**src/hw/rtl/psr_pkg.sv**
```systemverilog
// ----------------------------------------------------------------------------
// psr_pkg
// Shared types and constants for the pinned slot publication ring: the command
// and status codes, the request and result records, and the field widths.
// ----------------------------------------------------------------------------
package psr_pkg;

	// slot geometry; slot fields are three bits wide, so the ring stays small
	localparam int SLOT_COUNT = 4;
	localparam int SLOT_W     = 3;
	localparam int SLOT_BITS  = $clog2(SLOT_COUNT);
	localparam logic [SLOT_W-1:0] NO_SLOT = SLOT_W'(SLOT_COUNT);

	// default reader pin counter width
	localparam int PIN_BITS_DEF = 8;

	// payload widths
	localparam int HANDLE_W = 32;
	localparam int GEN_W    = 64;
	localparam int CMD_W    = 2;
	localparam int STATUS_W = 3;

	// stream packing
	localparam int S_TDATA_W = 40;   // handle, slot index, zero fill
	localparam int M_TDATA_W = 104;  // slot, handle, generation, zero fill

	// operation codes
	typedef enum logic [CMD_W-1:0] {
		CMD_PUBLISH = 2'd0,
		CMD_ACQUIRE = 2'd1,
		CMD_RELEASE = 2'd2,
		CMD_CLEAR   = 2'd3
	} cmd_t;

	// result codes
	typedef enum logic [STATUS_W-1:0] {
		ST_DONE      = 3'd0,
		ST_BUSY      = 3'd1,
		ST_EMPTY     = 3'd2,
		ST_SATURATED = 3'd3,
		ST_IGNORED   = 3'd4
	} status_t;

	// one operation request
	typedef struct packed {
		cmd_t                command;
		logic [HANDLE_W-1:0] payload_handle;
		logic [SLOT_W-1:0]   slot_index;
	} req_t;

	// one operation result
	typedef struct packed {
		status_t             status;
		logic [SLOT_W-1:0]   out_slot;
		logic [HANDLE_W-1:0] out_handle;
		logic [GEN_W-1:0]    out_generation;
	} res_t;

endpackage

```
**src/hw/rtl/pinned_slot_publication_ring_top.sv**
```systemverilog
// ----------------------------------------------------------------------------
// pinned_slot_publication_ring_top
// Latest-value publication over a fixed set of buffer slots with reader pins.
// ----------------------------------------------------------------------------
// One operation (publish, acquire, release, clear) is taken per clock while
// the input stage is not stalled. An accepted request lands in an input
// register, is resolved against the slot state by the combinational decode,
// and its result is held in an output register, so a result is presented on
// m_tvalid after its request has passed the input and output registers. The
// slot state is decoded and updated in a single step; the input stage keeps
// accepting while a result waits for m_tready, and stalls only when both
// stages are full.
module pinned_slot_publication_ring_top #(
	parameter int PIN_BITS = psr_pkg::PIN_BITS_DEF
) (
	input  logic                          clk,
	input  logic                          arst_n,
	// request stream
	input  logic                          s_tvalid,
	output logic                          s_tready,
	input  logic [psr_pkg::S_TDATA_W-1:0] s_tdata,   // payload_handle, slot_index
	input  logic [psr_pkg::CMD_W-1:0]     s_tuser,   // command
	// result stream
	output logic                          m_tvalid,
	input  logic                          m_tready,
	output logic [psr_pkg::M_TDATA_W-1:0] m_tdata,   // out_slot, out_handle,
	                                                 // out_generation
	output logic [psr_pkg::STATUS_W-1:0]  m_tuser    // status
);
	import psr_pkg::*;

	logic valid_s1;
	req_t req_s1;
	logic advance;
	res_t res;
	res_t res_q;

	// stage flow
	assign advance  = valid_s1 && (!m_tvalid || m_tready);
	assign s_tready = !valid_s1 || advance;

	// input register valid
	always_ff @(posedge clk or negedge arst_n) begin
		if (!arst_n) begin
			valid_s1 <= 1'b0;
		end else if (s_tready) begin
			valid_s1 <= s_tvalid;
		end
	end

	// input register payload
	always_ff @(posedge clk) begin
		if (s_tready && s_tvalid) begin
			req_s1.command        <= cmd_t'(s_tuser);
			req_s1.payload_handle <= s_tdata[HANDLE_W-1:0];
			req_s1.slot_index     <= s_tdata[HANDLE_W +: SLOT_W];
		end
	end

	psr_core #(
		.PIN_BITS (PIN_BITS)
	) u_core (
		.clk    (clk),
		.arst_n (arst_n),
		.step   (advance),
		.req    (req_s1),
		.res    (res)
	);

	// result register valid
	always_ff @(posedge clk or negedge arst_n) begin
		if (!arst_n) begin
			m_tvalid <= 1'b0;
		end else if (advance) begin
			m_tvalid <= 1'b1;
		end else if (m_tready) begin
			m_tvalid <= 1'b0;
		end
	end

	// result register payload
	always_ff @(posedge clk) begin
		if (advance) begin
			res_q <= res;
		end
	end

	// pack result stream
	assign m_tuser = res_q.status;
	assign m_tdata = {{(M_TDATA_W - SLOT_W - HANDLE_W - GEN_W){1'b0}},
		res_q.out_generation, res_q.out_handle, res_q.out_slot};

endmodule

```
**src/hw/rtl/psr_gen.sv**
```systemverilog
// ----------------------------------------------------------------------------
// psr_gen
// Generation number source. Hands out the current number and moves on by one
// on each draw, wrapping past all ones to one so zero is never issued.
// ----------------------------------------------------------------------------
module psr_gen (
	input  logic                      clk,
	input  logic                      arst_n,
	input  logic                      draw,
	output logic [psr_pkg::GEN_W-1:0] gen
);
	import psr_pkg::*;

	logic [GEN_W-1:0] next_q;

	// counter, skips zero on wrap
	always_ff @(posedge clk or negedge arst_n) begin
		if (!arst_n) begin
			next_q <= GEN_W'(1);
		end else if (draw) begin
			if (next_q == {GEN_W{1'b1}}) begin
				next_q <= GEN_W'(1);
			end else begin
				next_q <= next_q + GEN_W'(1);
			end
		end
	end

	assign gen = next_q;

endmodule

```
**src/hw/rtl/psr_core.sv**
```systemverilog
// ----------------------------------------------------------------------------
// psr_core
// Slot state and the combinational operation decode: pin counters, filled
// flags, current slot pointer, handle and generation stores. Computes the
// result of the staged request and commits the state update on step.
// ----------------------------------------------------------------------------
module psr_core #(
	parameter int PIN_BITS = psr_pkg::PIN_BITS_DEF
) (
	input  logic          clk,
	input  logic          arst_n,
	input  logic          step,
	input  psr_pkg::req_t req,
	output psr_pkg::res_t res
);
	import psr_pkg::*;

	localparam logic [PIN_BITS-1:0] PIN_MAX = {PIN_BITS{1'b1}};

	// slot state
	logic [SLOT_W-1:0]   cur_q;
	logic [PIN_BITS-1:0] pin_q    [SLOT_COUNT];
	logic [SLOT_COUNT-1:0] filled_q;
	logic [HANDLE_W-1:0] handle_q [SLOT_COUNT];
	logic [GEN_W-1:0]    gen_st_q [SLOT_COUNT];

	// next state and decode
	logic [SLOT_W-1:0]     cur_d;
	logic [PIN_BITS-1:0]   pin_d [SLOT_COUNT];
	logic [SLOT_COUNT-1:0] filled_d;
	logic [SLOT_COUNT-1:0] free;
	logic [SLOT_BITS-1:0]  pick;
	logic [SLOT_BITS-1:0]  cur_idx;
	logic [SLOT_BITS-1:0]  rel_idx;
	logic                  wr_en;
	logic                  draw;
	logic [GEN_W-1:0]      gen;

	assign cur_idx = cur_q[SLOT_BITS-1:0];
	assign rel_idx = req.slot_index[SLOT_BITS-1:0];

	psr_gen u_gen (
		.clk    (clk),
		.arst_n (arst_n),
		.draw   (step && draw),
		.gen    (gen)
	);

	// slots that publish may overwrite, lowest one wins
	always_comb begin
		pick = '0;
		for (int s = 0; s < SLOT_COUNT; s++) begin
			free[s] = (cur_q != SLOT_W'(s)) && (pin_q[s] == '0);
		end
		for (int s = SLOT_COUNT - 1; s >= 0; s--) begin
			if (free[s]) begin
				pick = SLOT_BITS'(s);
			end
		end
	end

	// operation decode
	always_comb begin
		cur_d    = cur_q;
		pin_d    = pin_q;
		filled_d = filled_q;
		wr_en    = 1'b0;
		draw     = 1'b0;
		res      = '{status: ST_DONE, out_slot: NO_SLOT, out_handle: '0,
			out_generation: '0};
		case (req.command)
			CMD_PUBLISH: begin
				draw = 1'b1;
				if (|free) begin
					wr_en              = 1'b1;
					filled_d[pick]     = 1'b1;
					cur_d              = SLOT_W'(pick);
					res.out_slot       = SLOT_W'(pick);
					res.out_generation = gen;
				end else begin
					res.status = ST_BUSY;
				end
			end
			CMD_ACQUIRE: begin
				if (cur_q == NO_SLOT || !filled_q[cur_idx]) begin
					res.status = ST_EMPTY;
				end else if (pin_q[cur_idx] == PIN_MAX) begin
					res.status = ST_SATURATED;
				end else begin
					pin_d[cur_idx]     = pin_q[cur_idx] + PIN_BITS'(1);
					res.out_slot       = cur_q;
					res.out_handle     = handle_q[cur_idx];
					res.out_generation = gen_st_q[cur_idx];
				end
			end
			CMD_RELEASE: begin
				if (req.slot_index >= NO_SLOT || pin_q[rel_idx] == '0) begin
					res.status = ST_IGNORED;
				end else begin
					pin_d[rel_idx] = pin_q[rel_idx] - PIN_BITS'(1);
				end
			end
			CMD_CLEAR: begin
				cur_d = NO_SLOT;
				for (int s = 0; s < SLOT_COUNT; s++) begin
					if (pin_q[s] == '0) begin
						filled_d[s] = 1'b0;
					end
				end
			end
			default: begin
				res.status = ST_DONE;
			end
		endcase
	end

	// control state
	always_ff @(posedge clk or negedge arst_n) begin
		if (!arst_n) begin
			cur_q    <= NO_SLOT;
			filled_q <= '0;
			for (int s = 0; s < SLOT_COUNT; s++) begin
				pin_q[s] <= '0;
			end
		end else if (step) begin
			cur_q    <= cur_d;
			filled_q <= filled_d;
			pin_q    <= pin_d;
		end
	end

	// slot payload store, written on a successful publish
	always_ff @(posedge clk) begin
		if (step && wr_en) begin
			handle_q[pick] <= req.payload_handle;
			gen_st_q[pick] <= gen;
		end
	end

	// current slot pointer holds a real slot or none
	a_cur_range: assert property (@(posedge clk) disable iff (!arst_n)
		cur_q <= NO_SLOT)
		else $error("current slot out of range");

	// a current slot always has contents
	a_cur_filled: assert property (@(posedge clk) disable iff (!arst_n)
		(cur_q != NO_SLOT) |-> filled_q[cur_idx])
		else $error("current slot is not filled");

	// a successful publish makes its slot current
	a_pub_current: assert property (@(posedge clk) disable iff (!arst_n)
		(step && req.command == CMD_PUBLISH && res.status == ST_DONE)
		|=> (cur_q == $past(res.out_slot)))
		else $error("published slot did not become current");

	// a published generation is never zero
	a_gen_nonzero: assert property (@(posedge clk) disable iff (!arst_n)
		(req.command == CMD_PUBLISH && res.status == ST_DONE)
		|-> (res.out_generation != '0))
		else $error("zero generation published");

endmodule
```
**config.mk**
```make
export PLATFORM = sky130hd
export DESIGN_NAME = pinned_slot_publication_ring_top
export DESIGN_NICKNAME = d
export VERILOG_FILES = /design/src/hw/rtl/psr_pkg.sv /design/src/hw/rtl/pinned_slot_publication_ring_top.sv /design/src/hw/rtl/psr_gen.sv /design/src/hw/rtl/psr_core.sv
export SDC_FILE = /design/constraint.sdc
export NUM_CORES = 1
export LEC_CHECK = 0
export BUFFER_PORTS_ARGS = -buffer_cell sky130_fd_sc_hd__buf_2
export CORE_MARGIN = 2
export CORE_UTILIZATION = 35
export CTS_CLUSTER_DIAMETER = 60
export CTS_CLUSTER_SIZE = 10
export DETAILED_ROUTE_END_ITERATION = 12
export GPL_ROUTABILITY_DRIVEN = 0
export MAX_ROUTING_LAYER = met4
export PLACE_DENSITY = 0.48
export SYNTH_ARGS = -nofsm -noshare
export SYNTH_HDL_FRONTEND = slang
export SYNTH_HIERARCHICAL = 1
export SYNTH_SLANG_ARGS = --single-unit
```
**constraint.sdc**
```tcl
create_clock -name clk -period 13.35 [get_ports clk]
set_input_delay 0 -clock clk [delete_from_list [all_inputs] [get_ports clk]]
set_output_delay 0 -clock clk [all_outputs]
set_load 0.005 [all_outputs]
```
# Word level (Yosys, flattened, before mapping)
# Memories as Yosys holds them, arrays and structs flattened.
# Index checks and enable logic that the tools add are counted.
# W data, S select, Z words.
# totals
reg_bits,244
mem_bits_rw,384
inputBits,46
output_inout_bits,109
wordCells,140
memories,2
# mem_list
name,depth,word_bits,read_ports,rd_clocked_by_memory_dff,write_ports,line_no,source
u_core.gen_st_q,4,64,1,0,1,psr_core.sv:25,logic [GEN_W-1:0] gen_st_q [SLOT_COUNT];
u_core.handle_q,4,32,1,0,1,psr_core.sv:24,logic [HANDLE_W-1:0] handle_q [SLOT_COUNT];
# op_classes
addsub,3
magnitude_cmp,8
eq_ne,17
mux,51
n_bitwise,4
n_reduce_logical,36
# ops
op,count
$mux W99,2
$mux W64,2
$pmux W64 S2,1
$mux W32,3
$add A64 B1 Y64 const B,1
$bwmux W32,2
$eq A64 B64 Y1 const B,1
$pmux W32 S2,1
$mux W8,6
$logic_not A8 Y1,5
$bmux W8 S2,2
$demux W8 S2,2
$reduce_and A4 Y1,4
$mux W1,14
$mux W3,4
$pmux W3 S2,2
$logic_and A1 B1 Y1,11
$mux W2,5
$ne A2 B1 Y1 const B,5
$ge A3 B3 Y1 const B,3
$pmux W3 S3,1
$add A8 B1 Y8 const B,1
$eq A8 B8 Y1 const B,1
$pmux W4 S2,1
25 further kinds,39

# Logic depth before layout (Yosys ltp)
# Gate-level depths: netlist of the first run.
# depth
depth_word,13
ltp_mapped,12
ltp_nobuf,9

# By module
# The synthesis of the first run kept the hierarchy.
# by_module_without_submodules
mod,instances,cells_each,area_each_um2,seq_area_each_um2
psr_core,1,885,17352.9,12508.2
pinned_slot_publication_ring_top,1,153,4319.1,4224.1
psr_gen,1,329,3198.1,1602.8

# Worst setup path after synthesis of the first run
# No wires, ideal clock.
# synth_path
kind,reg-to-reg
start,register m_tvalid
end,memory u_core.gen_st_q[1][0] (enable)
setup_ns,0.691
arrival_ns,10.436
t_required_ns,12.659
setup_slack_ns,2.223
path_stages_with_launch,6
path_buffers,1
synth_period_minus_slack_ns,11.127
cell_sequence,dfrtp_1 nand2b_1 and2_1 clkbuf_1 nand2_1 nor3b_1
# synth_via
elab_chain_cells,6
# synth_lines
item,line_no,source
start: declaration,pinned_slot_publication_ring_top.sv:24,"output logic m_tvalid,"
start signal: assignment,pinned_slot_publication_ring_top.sv:73,m_tvalid <= 1'b0;
start signal: assignment,pinned_slot_publication_ring_top.sv:75,m_tvalid <= 1'b1;
start signal: assignment,pinned_slot_publication_ring_top.sv:77,m_tvalid <= 1'b0;
$logic_not A1 Y1,pinned_slot_publication_ring_top.sv:39,assign advance = valid_s1 && (!m_tvalid || m_tready);
$logic_or A1 B1 Y1,pinned_slot_publication_ring_top.sv:39,
$logic_and A1 B1 Y1,pinned_slot_publication_ring_top.sv:39,
net advance,pinned_slot_publication_ring_top.sv:34,logic advance;
$logic_and A1 B1 Y1,psr_core.sv:134,if (step && wr_en) begin
$mux W1,psr_core.sv:134,
$mux W1 (implied by the code),psr_core.sv:136,gen_st_q[pick] <= gen;
end: declaration,psr_core.sv:25,
# The timed path passes the listed nets, and every way through them passes these cells.

==> parameters.txt, run 1 <==
Parameter                              Value

Synthesis
  Main combinational cell family by area after synthesis    multiplexers
  Multiplexer share of the synthesized area    10.3%
  Number of flip-flops and latches in the synthesized netlist    around 630
  Syn_area_per_cell    around 18 µm²
  Count of yosys warnings during synthesis    6
  Synth unique cells    54
  Seq/Total Area, Yosys    73.7%
  Area fraction in compound gates after synthesis    under 10%
  Most frequent cell after synthesis    edfxtp_1
  Area of the mapped netlist    ~0.025 mm²
  Synthesized-area fraction occupied by adder cells    less than 1%
  Commonest register cell after synthesis    edfxtp_1
  Number of synthesized flops with an enable pin    523
  Synth Instances    1367
  Area share of the largest cell type after synthesis    a little over three fifths
  Area contributors post-synth    edfxtp_1 (63%), dfrtp_1 (10%), mux4_2 (10%)
  Post-Synth XOR/XNOR Area    between 2 and 2.5%
  Largest area contributor in the netlist    edfxtp_1
  Async S/R FF share, synth    16.7%
  Simple-gate area share of the yosys netlist    6.37%
  Most common library cells after synthesis    edfxtp_1 (523), mux4_2 (112), dfrtp_1 (103)

Timing
  Final Hold Violating Endpoints    0
  Worst slew margin relative to its limit    29.0%
  Final WS setup    8090 ps
  Maximum achievable frequency    between 150 and 200 MHz
  Slew Viols, Final    0
  Tmin final    about 5300 ps
  Final setup vio count    0
  Final clock period utilization by the worst path    roughly two fifths
  Worst clock skew    approximately 22 ps
  RSZ-0062 raised after global routing    false
  Worst Max-Slew Pin Slew    approximately 1100 ps
  Setup TNS    0 ps

Power and ir drop
  Clock power frac    between 30% and 40%
  Peak supply drop    0.000104 V
  LEAKAGE    10.4 nW
  Power per cell area    roughly 180 mW/mm²
  Sequential fraction of design power    approximately 46%
  Comb power frac    19.1%
  Psw    roughly 0.0015 W
  Switching Share    about 28%
  Internal    roughly 0.0039 W

Worst hold path
  Min-delay worst type    in2reg

Worst setup path
  First element of the critical path    u_core/cur_q[1]
  Source of the worst register-to-register timing path    u_core/cur_q[1]
  Critical path's slowest cell    dfrtp_4
  Maximum fanout along the worst path    68
  Reg2Reg Setup Slack    between 8000 and 9000 ps
  Critical Path Most Common Cell    buf_4
  Required time at the worst-slack endpoint    roughly 14000 ps
  Reg2Reg Depth    8
  Critical Path, Cell by Cell    buf_4 > mux4_2 > ha_1 > and2_1 > a311oi_4 > buf_4 > buf_4 > a22o_1
  Worst setup path endpoint    m_tdata[38]
  Kind of cell with the highest combined delay on the critical path    buffers and inverters
  CP startpoint kind    flop
  Bufs and invs on worst path    3
  Total number of cells along the worst setup path    8
  Crit Path Category    reg2reg
  Data arrival time of the critical path    about 5700 ps
  Critical path endpoint category    flop
  Longest individual stage delay on the worst path    roughly 1000 ps
  Endpoint of the lowest-slack register-to-register path    m_tdata[38]

Drt
  DRT met1 WL    26.0 mm
  Aggregate routed wire length    roughly 60 mm
  Met2 WL post-DR    around 29 mm
  Routed vias    13600
  Mean number of vias per cell    5.26
  Initial detailed-routing violation count    roughly 950
  Top routing layer used    met4
  Post-DR wirelength/cell    about 23 µm
  Met3 routed wirelength    between 2 and 3 mm
  Post-detailed-route DRC marker count    0
  Count of nets left with antenna violations after detail routing    0
  Length of the first detailed-routing pass in iterations    5

Die
  Placeable core region    between 0.07 and 0.08 mm²
  Overall die area    0.0732 mm²
  I/O pin count    approximately 160
  Number of rows in the core area    between 90 and 100
  Die W    ~270 µm
  Floorplan die height    ~270 µm
  Starting density of the core    between 30% and 40%

Clock tree
  CTS Root Cell    clkbuf_16
  Max clock buf depth    3
  CTS H-tree lvls    3
  Total CTS buffers    75
  Number of buffers inserted to repair setup after CTS    0
  Hold bufs inserted after CTS    43
  Post-CTS resize count    0
  Num Clock Sinks    ~630
  Clock insertion delay at the later pin of the skew report    slightly above 600 ps
  CTS tree    built
  Clock transition at path regs    about 60 ps

Finish
  Net total in the final layout    approximately 1600
  Number of standard cells in the layout, taps in and fillers out    2577
  Final-layout fill cell count    about 6400
  Proportion of layout cells with a drive suffix above 1    between 20% and 30%
  Number of inserted diodes    0
  Area Growth Syn to Fin    18.0%

Placed design
  Port bufs    144
  Setup slack at placement    8010 ps
  Dpl hpwl    approximately 33 mm
  Placed cell count    ~2400

GRT
  Largest net degree at the start of global routing    between 80 and 90
  Global-route wire length before repair    ~90 mm
  Global-route congestion overflow total    0
  Number of global-route vias before repair    between 10000 and 15000
  GRT Util Overall    16.6%
  Number of antenna violations at the first check in global routing    0

Outcome
  Run status    completed

Job
  Max-cap viol count    0
-- placed cells by master, fill, tap and decap left out, types with 6 or more instances in the layout --
master / Yosys / routed
clkbuf_1: 45 / 43
and4_1: 10 / 10
buf_2: 8 / 143
dlygate4sd3_1: 0 / 42
edfxtp_1: 523 / 523
a22o_1: 100 / 100
and2_1: 39 / 37
o22ai_1: 28 / 28
dfrtp_1: 103 / 101
nand3_1: 25 / 25
inv_1: 19 / 19
a21oi_1: 10 / 10
or3_1: 6 / 6
xor2_1: 38 / 38
nor3_1: 22 / 19
nor2_1: 57 / 56
nand4_1: 30 / 30
nand2b_1: 8 / 8
nor4_1: 19 / 19
or4_1: 8 / 8
nand2_1: 43 / 43
clkbuf_16: 0 / 75
mux4_2: 112 / 112
buf_4: 7 / 21
o21ai_0: 7 / 7
and3_1: 10 / 10
xnor2_1: 31 / 31
-- routing by layer --
layer,vias up,global-route usage (%)
li1,5947,-
met1,7211,21.8
met2,312,26.3
met3,85,3.13
met4,0,5.03
met5,-,-
-- layout make-up --
class	count	area [µm²]	area share, %
Sequential cell	628	18300	62.5
Timing Repair Buffer	208	1330	4.54
Clock buffer	119	2050	6.99
Tap cell	940	1180	4.01
Multi-Input combinational cell	652	6200	21.1
Clock inverter	11	175	0.597
Inverter	19	71.3	0.243
-- worst min-delay path by stage --
| stage | start | cells past startpoint | slack [ps] | end |
|---|---|---|---|---|
| final | s_tdata[21] | 2 | 90 | req_s1[24] |
| after CTS | s_tdata[21] | 2 | 50 | req_s1[24] |
| after global routing | s_tdata[16] | 2 | 80 | req_s1[19] |
| after global placement | arst_n | 1 | -10 | u_core/pin_q[28] |
| after floorplan | arst_n | 0 | -300 | m_tvalid |
| after detailed placement | arst_n | 1 | -10 | u_core/pin_q[30] |
-- power by group through the flow --
stage	logic [W]	registers [W]	clock network [W]
final	0.00103	0.00248	0.00186
after detailed placement	0.00103	0.00253	0
after floorplan	0.000746	0.00245	0
after global routing	0.00111	0.00251	0.00202
after global placement	0.00103	0.00252	0
after CTS	0.00104	0.00249	0.00193
-- sequential cells by signal, summed over array words and instances (netlist names) --
name / flops
u_core/gen_st_q: 256
u_core/handle_q: 128
m_tdata: 99
u_core/u_gen/gen: 64
req_s1: 37
u_core/pin_q: 32
u_core/filled_q: 4
m_tuser: 3
u_core/cur_q: 3
m_tvalid: 1
valid_s1: 1
-- logic make-up (layout without fill, tap and decap cells) --
kind of cell / count (synthesis) / in the layout
xor+xnor: 69 / 69
mux: 117 / 117
buf+inv: 91 / 357
fa+ha+maj: 4 / 4
flops: 628 / 628
compound gates: 166 / 166
simple gates: 291 / 291
other cells: 1 / 5
-- metrics by stage --
stage          hold WS [ps]  utilization, %  total power, W  instance area [µm²]
6_report               92.4            41.8         0.00537                29300
4_1_cts                45.3            41.8         0.00546                29300
5_1_grt                75.1            41.8         0.00564                29300
2_1_floorplan          -296               -         0.00320                24900
3_5_place_dp          -11.3            38.0         0.00356                26700
3_3_place_gp          -13.6            38.0         0.00355                26700
(Power assumes the default switching activity.)
==> inputs of run 2 (changes only) <==
--- a/config.mk
+++ b/config.mk
@@ -13,7 +13,7 @@
 export DETAILED_ROUTE_END_ITERATION = 12
 export GPL_ROUTABILITY_DRIVEN = 0
 export MAX_ROUTING_LAYER = met4
-export PLACE_DENSITY = 0.48
+export PLACE_DENSITY = 0.5
 export SYNTH_ARGS = -nofsm -noshare
 export SYNTH_HDL_FRONTEND = slang
 export SYNTH_HIERARCHICAL = 1
==> constraint.sdc (replaced) <==
create_clock -name clk -period 4.75 [get_ports clk]
set_input_delay 0 -clock clk [delete_from_list [all_inputs] [get_ports clk]]
set_output_delay 0 -clock clk [all_outputs]
set_load 0.005 [all_outputs]
==> run 2 against run 1 <==
The flow now finishes with violations (hold timing). Via count decreased by 1.1%. Flip-flop and latch count did not move. Sequential share of layout area is 0.38 points lower. Total power rose to 2.8 times the previous value. Final cell count grew 0.31%. Register-to-register slack worse by 6900 ps. Clock power grew to 2.8 times the previous value. Clock-buffer cell count down 2. Largest cell class unchanged. Highest routed layer unchanged.
==> parameters.txt, run 2 (synthesized netlist as in run 1, its figures left out) <==
Parameter                              Value

Timing
  Final clock period utilization by the worst path    ~74%
  Setup TNS    0 ps
  Worst clock skew    roughly 48 ps
  Worst Max-Slew Pin Slew    ~1100 ps
  Worst hold slack    -18.4 ps
  Maximum achievable frequency    285 MHz
  Final Hold Violating Endpoints    7
  Slew Viols, Final    0
  Final setup vio count    0
  Tmin final    between 3000 and 4000 ps
  RSZ-0062 raised after global routing    false
  Worst slew margin relative to its limit    between 20 and 30%

Finish
  Register with the most flip-flops    u_core/gen_st_q
  Final instance area    0.0295 mm²
  Area Growth Syn to Fin    18.7%
  Number of inserted diodes    0
  Commonest non-fill, non-tap cells in the layout    edfxtp_1 (523), buf_2 (143), mux4_2 (112), dfrtp_1 (101), a22o_1 (100)
  Sequential cell area    0.0183 mm²
  Most common cell after layout, fill and taps aside    edfxtp_1
  Number of standard cells in the layout, taps in and fillers out    between 2000 and 3000
  Final-layout fill cell count    roughly 6400
  Fraction of the core area covered by cells at the end of the flow    42.1%
  Combined area of the multi-input logic cells    0.00622 mm²
  Proportion of layout cells with a drive suffix above 1    24.1%
  Number of flip-flops under the largest register name    approximately 260
  Net total in the final layout    about 1600

Outcome
  Violated checks    hold timing
  Run status    finished with violations

Die
  Starting density of the core    35.5%
  Die W    roughly 270 µm
  Number of rows in the core area    97
  Floorplan die height    271 µm
  I/O pin count    roughly 160
  Overall die area    0.0732 mm²
  Placeable core region    0.0701 mm²

Worst setup path
  Crit Path Category    reg2reg
  Required time at the worst-slack endpoint    between 5000 and 6000 ps
  Endpoint of the lowest-slack register-to-register path    m_tdata[73]
  Critical path endpoint category    flop
  Reg2Reg Depth    6
  Data arrival time of the critical path    4000 ps
  Reg2Reg Setup Slack    ~1200 ps
  Maximum fanout along the worst path    38
  Source of the worst register-to-register timing path    u_core/pin_q[16]
  CP startpoint kind    flop

Drt
  Initial detailed-routing violation count    about 1000
  Post-DR wirelength/cell    approximately 23 µm
  Mean number of vias per cell    approximately 5.2
  Count of nets left with antenna violations after detail routing    0
  Length of the first detailed-routing pass in iterations    5
  Routed vias    between 10000 and 15000
  Post-detailed-route DRC marker count    0
  Aggregate routed wire length    between 50 and 60 mm

GRT
  Met3 global-route usage    about 2.7%
  Number of global-route vias before repair    approximately 14000
  GRT Util Overall    between 10% and 20%
  Met2 usage    a little over a quarter
  Number of antenna violations at the first check in global routing    0
  Met1 usage in global routing    around 22%
  Most Crowded Layer GR    met2
  Largest net degree at the start of global routing    100
  Global-route congestion overflow total    0
  Global-route wire length before repair    roughly 89 mm

Clock tree
  Total CTS buffers    75
  Num Clock Sinks    628
  CTS H-tree lvls    3
  CTS tree    built
  Max clock buf depth    3
  Post-CTS resize count    0
  Clock insertion delay at the later pin of the skew report    around 630 ps
  Clock transition at path regs    around 50 ps
  CTS Root Cell    clkbuf_16

Placed design
  Cell Area, Placed    between 0.02 and 0.03 mm²
  Placed cell count    between 2000 and 2500
  Dpl hpwl    around 33 mm
  Port bufs    between 100 and 150

Job
  Max-cap viol count    0

Power and ir drop
  Peak supply drop    0.000323 V
  Power per cell area    a little over 500 mW/mm²
  LEAKAGE    10.5 nW

Worst hold path
  Min-delay worst type    in2async
[run 2: cell count changes in the layout (fill, tap and decap cells not counted), sizes merged]
cell / change
buf: +9
clkbuf: -2
clkinvlp: +1
dlygate4sd3: -1
inv: +1
[run 2: critical path: stages, from the launching register on]
cell	delay (ps)
dfrtp_1	410
nor4_1	750
o311ai_1	490
nand4_1	280
and2_2	880
buf_12	320
a22o_1	180
[run 2: worst max-delay path by stage]
stage / from / end / slack (ps) / depth (start not counted)
floorplan: m_tvalid / u_core/gen_st_q[1][0] / 0.04 / 5
detailed placement: u_core/pin_q[16] / m_tdata[39] / 1290 / 6
finish: u_core/pin_q[16] / m_tdata[73] / 1240 / 6
global route: m_tvalid / u_core/u_gen/gen[46] / 940 / 9
global placement: u_core/pin_q[16] / m_tdata[35] / 1320 / 6
CTS: u_core/pin_q[16] / m_tdata[70] / 1250 / 6
[run 2: cell type report]
cell class,instances,area share [%]
well taps,940,3.98
inverters,19,0.242
flip-flops and latches,628,62.1
clock buffers,117,6.92
multi-input cells,652,21.1
clock inverters,13,0.712
repair buffers,216,4.97
[run 2: repair_timing]
action,in CTS,in global routing
hold buffers,41,0
endpoints found under the hold margin,87,0
buffers inserted,0,0
[run 2: per-layer routing]
layer / routed length, µm / vias up
met5: 0 / -
met1: 25700 / 7067
met2: 29200 / 295
met4: 905 / 0
li1: - / 5975
met3: 2460 / 63
[run 2: stage by stage]
step | worst slack (ps) | power [W]
after detailed placement | 1290 | 0.0100
after global placement | 1320 | 0.0100
after global routing | 935 | 0.0159
final | 1240 | 0.0152
after floorplan | 0.0435 | 0.00898
after CTS | 1250 | 0.0154
[run 2: report_power, final]
part	total (W)	switching (W)	internal (W)
clock	0.00530	0.00224	0.00305
combinational	0.00298	0.00168	0.00131
sequential	0.00693	0.000380	0.00655
total	0.0152	0.00430	0.0109
==> inputs of run 3 (changes only) <==
==> constraint.sdc (replaced) <==
create_clock -name clk -period 3.2 [get_ports clk]
set_input_delay 0 -clock clk [delete_from_list [all_inputs] [get_ports clk]]
set_output_delay 0 -clock clk [all_outputs]
set_load 0.005 [all_outputs]
==> run 3 against run 2 <==
The run now ends clean. Sequential power up 47%. Critical path depth up 2. Flip-flop and latch count unchanged. Non-clock buffer count up 23. Total power up 48%. Setup slack worse by 1100 ps. Die area unchanged. Combinational power up 55%. Final area up 0.82%. Core utilization up 0.34 points. Via count up 1.1%. Clock-buffer cell count unchanged. Critical path type unchanged. Largest power group unchanged.
==> parameters.txt, run 3 (synthesized netlist as in run 1, its figures left out) <==
Parameter                              Value

Finish
  Number of flip-flops under the largest register name    approximately 260
  Register with the most flip-flops    u_core/gen_st_q
  Most common cell after layout, fill and taps aside    edfxtp_1
  Net total in the final layout    roughly 1700
  Proportion of layout cells with a drive suffix above 1    between 20% and 30%
  Area Growth Syn to Fin    19.7%
  Number of inserted diodes    0
  Commonest non-fill, non-tap cells in the layout    edfxtp_1 (523), buf_2 (143), mux4_2 (112), dfrtp_1 (101), a22o_1 (100)

Timing
  Final setup vio count    0
  Final clock period utilization by the worst path    between 90 and 100%
  Final WS setup    154 ps
  Tmin final    3050 ps
  Worst Max-Slew Pin Slew    between 700 and 800 ps
  RSZ-0062 raised after global routing    false
  Worst clock skew    roughly 28 ps
  Setup TNS    0 ps
  Slew Viols, Final    0
  Worst hold slack    about 95 ps
  Worst slew margin relative to its limit    approximately half
  Final Hold Violating Endpoints    0
  Maximum achievable frequency    approximately 330 MHz

Placed design
  Port bufs    around 140
  Dpl hpwl    ~33 mm
  Setup slack at placement    about 180 ps

Drt
  Mean number of vias per cell    roughly 5.2
  Met3 routed wirelength    about 2.4 mm
  Met2 WL post-DR    ~29 mm
  Top routing layer used    met4
  Length of the first detailed-routing pass in iterations    5
  DRT met1 WL    approximately 26 mm
  Post-detailed-route DRC marker count    0
  Routed vias    between 10000 and 15000
  Initial detailed-routing violation count    890
  Aggregate routed wire length    58.5 mm
  Count of nets left with antenna violations after detail routing    0
  Post-DR wirelength/cell    around 22 µm

Clock tree
  Number of buffers inserted to repair setup after CTS    0
  Hold bufs inserted after CTS    between 40 and 50
  CTS Root Cell    clkbuf_16
  Post-CTS resize count    0
  CTS H-tree lvls    3
  Total CTS buffers    74
  Clock transition at path regs    about 50 ps
  Max clock buf depth    3
  CTS tree    built
  Clock insertion delay at the later pin of the skew report    620 ps
  Num Clock Sinks    between 600 and 700

Die
  Number of rows in the core area    97
  Placeable core region    roughly 0.07 mm²
  Floorplan die height    about 270 µm
  Starting density of the core    35.5%
  Die W    approximately 270 µm
  I/O pin count    around 160
  Overall die area    0.0732 mm²

Power and ir drop
  Power per cell area    approximately 750 mW/mm²
  Peak supply drop    about 0.00051 V
  LEAKAGE    ~11 nW

Outcome
  Run status    completed

GRT
  Global-route wire length before repair    89.0 mm
  Largest net degree at the start of global routing    approximately 110
  Number of antenna violations at the first check in global routing    0
  Global-route congestion overflow total    0
  Number of global-route vias before repair    ~14000
  GRT Util Overall    16.5%

Worst setup path
  Data arrival time of the critical path    approximately 3500 ps
  Critical path endpoint category    flop
  Required time at the worst-slack endpoint    between 3000 and 4000 ps
  CP startpoint kind    flop
  Crit Path Category    reg2reg
  Maximum fanout along the worst path    36

Worst hold path
  Min-delay worst type    in2reg

Job
  Max-cap viol count    0
run 3: cell types whose count changed in the layout (fill, tap and decap cells not counted), sizes merged:
cell / change
buf: +22
inv: -4
clkinv: +3
dlygate4sd3: +1
bufinv: -1
run 3: critical path, stage by stage, from the launching register on:
cell	delay [ps]
dfrtp_4	560
mux4_2	560
ha_1	240
and2_1	240
a311oi_4	390
o21a_1	220
buf_12	200
nand2_1	210
a22o_1	300
run 3: worst paths after layout:
kind	endpoint	start	depth (start not counted)	slack (ps)
worst max-delay path	u_core/pin_q[10]	u_core/cur_q[0]	8	150
worst min-delay path	req_s1[23]	s_tdata[20]	2	100
worst max register to register	u_core/pin_q[10]	u_core/cur_q[0]	8	150
worst min register to register	u_core/handle_q[2][6]	req_s1[9]	0	490
max in group asynchronous	u_core/u_gen/gen[34]	arst_n	4	2230
min in group asynchronous	u_core/cur_q[2]	arst_n	3	510
run 3: power by group:
group          leakage (nW)  internal, W  switching, W
Sequential             6.30      0.00972      0.000502
Clock                  1.03      0.00437       0.00325
Combinational          3.27      0.00203       0.00260
Total                  10.6       0.0161       0.00635
run 3: metal layers:
layer	vias up	track usage, %
met3	77	2.72
li1	6014	-
met1	7165	21.7
met2	295	26.5
met5	-	-
met4	0	4.75
run 3: area by class of cell:
cell class,count,area [µm²]
clock buffers,117,2020
clock inverters,11,150
fillers,6324,40400
inverters,19,71.3
multi-input cells,652,6240
flip-flops and latches,628,18300
well taps,940,1180
repair buffers,239,1770
run 3: metrics by stage:
step	std cells	util (%)	total power [W]	cell area (µm²)
after floorplan	1371	-	0.0133	25000
after CTS	2606	42.4	0.0228	29800
final	2606	42.4	0.0225	29800
after global placement	2435	38.7	0.0150	27200
after global routing	2606	42.4	0.0235	29800
after detailed placement	2435	38.7	0.0150	27200
